--- config.mk ---
export PLATFORM = sky130hd
export DESIGN_NAME = irt_ctrl
export DESIGN_NICKNAME = d
export VERILOG_FILES = /design/src/rtl/irt_pkg.sv /design/src/rtl/irt_ctrl.sv
export SDC_FILE = /design/constraint.sdc
export NUM_CORES = 1
export LEC_CHECK = 0
export BUFFER_PORTS_ARGS = -buffer_cell sky130_fd_sc_hd__buf_2
export CORE_AREA = 5 5 42 44
export CTS_CLUSTER_SIZE = 20
export DETAILED_ROUTE_END_ITERATION = 8
export DIE_AREA = 0 0 47 49
export PLACE_DENSITY = 0.44
export SYNTH_ARGS = -nofsm -noshare
export SYNTH_HDL_FRONTEND = slang
export SYNTH_SLANG_ARGS = --single-unit
--- constraint.sdc ---
create_clock -name clk -period 1.6 [get_ports clk]
set_clock_uncertainty 0.15 [all_clocks]
set_input_delay 0.24 -clock clk [delete_from_list [all_inputs] [get_ports clk]]
set_output_delay 0.24 -clock clk [all_outputs]
set_load 0.005 [all_outputs]
--- src/rtl/irt_pkg.sv ---
`timescale 1ns / 1ps
`default_nettype none
package irt_pkg;

	localparam int ENTRIES   = 16;
	localparam int PEER_BITS = 16;
	localparam int IDX_W     = (ENTRIES > 1) ? $clog2(ENTRIES) : 1;
	localparam int CNT_W     = $clog2(ENTRIES + 1);

	localparam int TYPE_W    = 32;
	localparam int HASH_W    = 64;
	localparam int PEER_W    = 16;
	localparam int TIME_W    = 32;
	localparam int OCC_W     = 5;
	localparam int TMO_W     = 16;

	localparam int S_TDATA_W = 336;
	localparam int M_TDATA_W = 312;
	localparam int APB_AW    = 3;

	localparam logic [TMO_W-1:0] TMO_RESET = 16'd60;
	localparam logic REG_TIMEOUT = 1'b0;

	typedef enum logic [1:0] {
		CMD_INSERT = 2'd0,
		CMD_LOOKUP = 2'd1,
		CMD_REMOVE = 2'd2,
		CMD_SCAN   = 2'd3
	} cmd_t;

	typedef enum logic [1:0] {
		ST_OK   = 2'd0,
		ST_MISS = 2'd1,
		ST_FULL = 2'd2,
		ST_NONE = 2'd3
	} status_t;

	typedef struct packed {
		logic load_in;
		logic eval;
		logic emit_op;
		logic emit_scan;
	} ctl_t;

	typedef struct packed {
		logic scan_cmd;
		logic scan_empty;
		logic scan_last;
		logic out_free;
	} sts_t;

endpackage
`default_nettype wire

--- src/rtl/irt_ctrl.sv ---
`timescale 1ns / 1ps
`default_nettype none
module irt_ctrl (
	input  wire logic          clk,
	input  wire logic          arst_n,
	input  wire logic          s_tvalid,
	output logic               s_tready,
	input  irt_pkg::sts_t      sts,
	output irt_pkg::ctl_t      ctl
);
	import irt_pkg::*;

	typedef enum logic [1:0] {
		S_IDLE,
		S_EVAL,
		S_RUN
	} state_t;

	state_t state_q, state_d;
	logic   ready_q;

	assign s_tready = ready_q;

	always_comb begin
		ctl = '0;
		ctl.load_in = ready_q & s_tvalid;
		ctl.eval = (state_q == S_EVAL);
		if (state_q == S_RUN && sts.out_free) begin
			if (!sts.scan_cmd || sts.scan_empty) begin
				ctl.emit_op = 1'b1;
			end else begin
				ctl.emit_scan = 1'b1;
			end
		end
	end

	always_comb begin
		state_d = state_q;
		unique case (state_q)
			S_IDLE: begin
				if (ctl.load_in) state_d = S_EVAL;
			end
			S_EVAL: begin
				state_d = S_RUN;
			end
			S_RUN: begin
				if (ctl.emit_op || (ctl.emit_scan && sts.scan_last)) state_d = S_IDLE;
			end
			default: begin
				state_d = S_IDLE;
			end
		endcase
	end

	always_ff @(posedge clk or negedge arst_n) begin
		if (!arst_n) begin
			state_q <= S_IDLE;
			ready_q <= 1'b0;
		end else begin
			state_q <= state_d;
			ready_q <= (state_d == S_IDLE);
		end
	end

	assert property (@(posedge clk) disable iff (!arst_n)
		$onehot0({ctl.emit_op, ctl.emit_scan}))
		else $error("single result and scan result emitted together");

	assert property (@(posedge clk) disable iff (!arst_n)
		(s_tvalid && s_tready) |=> (state_q == S_EVAL && !s_tready))
		else $error("accepted word did not start evaluation");

endmodule
`default_nettype wire

==> flow_summary.ini <==
[timing]
max_slew_margin_pct = 82.04
maxSlewViolCount = 0
fin_tns_setup_ns = 0
timing.fmax_mhz = 648.6
worstMarginPinSlew_ns = 0.2657
hold_viol = 0
finalSetupViolations = 0
period_share_pct = 96.37
period_needed_ns = 1.542
hold_ws_ns = 0.1568
rsz0062_at_grt = false

[detailed_routing]
vias = 200
vias_per_cell = 4.000
first_pass_iters = 2
drtAntennaViolNets = 0
wire_per_inst_um = 9.220
totalWireLength_um = 461
drtIter0Drc = 1
drc = 0

[setup_path]
cp.required_ns = 1.21
cp-start-kind = flip-flop
cpPeakStageDelay_ns = 0.42
critPathArrivalTime_ns = 1.15
critPathMaxFanout = 6
rrSetupSlack_ns = 0.30
crit_chain = nand3b_1 -> nor3b_2 -> buf_2
worstSetupEndpointType = output pin
crit_path_top_delay_cell = dfrtp_2
criticalPathCategory = reg -> out

[clock_tree]
insertion_delay_ns = 0.23
clkSinkCount = 3
cts-root-buf = clkbuf_4
numCtsBuffers = 3
htree_levels = 1
clk_pin_slew_ns = 0.04
cts_tree = yes
clockBufferDepth = 2

[floorplanning]
die_h_um = 49
coreArea_mm2 = 0.001401
die_w_um = 47
ios = 12
rows = 14
die_area_mm2 = 0.002303
start_util_pct = 12.59

[grt]
track_usage_pct = 5.081
antenna_found_initial = 0
grtUsageMet3_pct = 3.321
use_met2_pct = 6.335
met1_usage_pct = 6.416
top_usage_layer = met1
grt-ovfl-total = 0
grt_max_degree = 9
grt_pass1_wl_um = 828
grt_pass1_vias = 224

[pwr]
fin_total_pwr_mw = 0.4343
power_leakage_nw = 0.1523
vdd_ir_drop_max_mv = 0.4539
p_per_area_mw_per_mm2 = 1440

[finish]
post-route-util_pct = 21.52
syn_to_final_growth_pct = 70.92
num_antenna_cells = 0
design_area_um2 = 301.5
fillCellCount = 162
num-nets-final = 42
final_common_cell = buf_2
drive_gt1_share_pct = 52.94
layout_common_cells = 11 x buf_2, 3 x clkbuf_4, 2 x inv_1, 2 x nor3b_1, 2 x dfrtp_1

[yosys]
yosysTopAreaCell = dfrtp_1
syn-num-nets = 24
syn_inst = 17
synth_warnings = 0
synth_area_per_cell_um2 = 10.38
synthTopCellsByArea = dfrtp_1 43%, nor3b_1 13%, and4bb_1 7.1%
synth_top_area_share_pct = 42.55
ys_ff_latch = 3
seq_area_frac_synth_pct = 42.55
syn-cell-area_um2 = 176.4
synth_cell_types = 12

[hold_path]
holdCritPathClass = in -> reg

[place]
routabilityCongestion = 0.6190
io_buffers = 11
placed_area_um2 = 251.5

[status]
status = completed

[job]
maxCapViolCount = 0
[Yosys cell counts]
cell      count
dfrtp_1       3
nor3b_1       3
inv_1         2
a211o_1       1
a21oi_1       1
and2_1        1
and4bb_1      1
nand3b_1      1
nor2b_2       1
nor4b_1       1
o21ai_0       1
o32ai_1       1
[logic make-up after synthesis]
kind of cell / count (synthesis) / share of synthesized area (%)
and+or+nand+nor: 8 / 37.59
AOI/OAI and AO/OA: 4 / 15.60
DFF: 3 / 42.55
buffers and inverters: 2 / 4.257
[per-layer routing]
layer	routed length, um	up-vias	share of wire [%]
li1	-	97	-
met1	233	89	51
met2	154	14	33
met3	73	0	16
met4	0	0	0
met5	0	-	0
[final timing paths]
path                            startpoint          to  depth (start not counted)
worst max-delay path            state_q[0]      ctl[0]                          3
worst min-delay path                sts[1]  state_q[1]                          3
worst max register to register  state_q[0]    s_tready                          3
worst min register to register  state_q[0]  state_q[0]                          1
max in group asynchronous           arst_n  state_q[0]                          2
min in group asynchronous           arst_n  state_q[1]                          2
[state kept, by name, indices dropped and copies added, names as in the netlist]
| name | cells |
|---|---|
| state_q | 2 |
| s_tready | 1 |
[metrics by stage]
stage	std cells	setup slack (ns)
after floorplan	17	0.3873
after global placement	44	0.2554
after detailed placement	44	0.2388
after CTS	49	0.001621
final	50	0.05812
after global routing	50	0.003252
[repair_timing]
item / 4_1_cts / 5_1_grt
hold buffers: 1 / 0
hold endpoints to repair: 3 / 0
buffers inserted: 0 / 1
resized for setup: 1 / 1
endpoints found under the setup margin: 1 / 1
pin swaps: 0 / 1
[where the power goes]
part	internal (mW)	switching [mW]
Combinational	0.0916	0.0612
Clock	0.0933	0.0363
Sequential	0.113	0.0393
[critical path: cells and delay by family (launching register included)]
| kind | cells | cell delay [ns] |
|---|---|---|
| AND/OR/NAND/NOR | 2 | 0.38 |
| buffers and inverters | 1 | 0.13 |
| flip-flops | 1 | 0.42 |
[final cells by class]
class                   count  area, um^2  share of cell area [%]
inverters                   2       7.507                   2.490
flip-flops and latches      3       76.32                   25.31
repair buffers             13       72.57                   24.07
well taps                  16       20.02                   6.639
clock buffers               4       26.28                   8.714
multi-input cells          12       98.84                   32.78
Note: power is estimated with default switching activity, not from simulation.
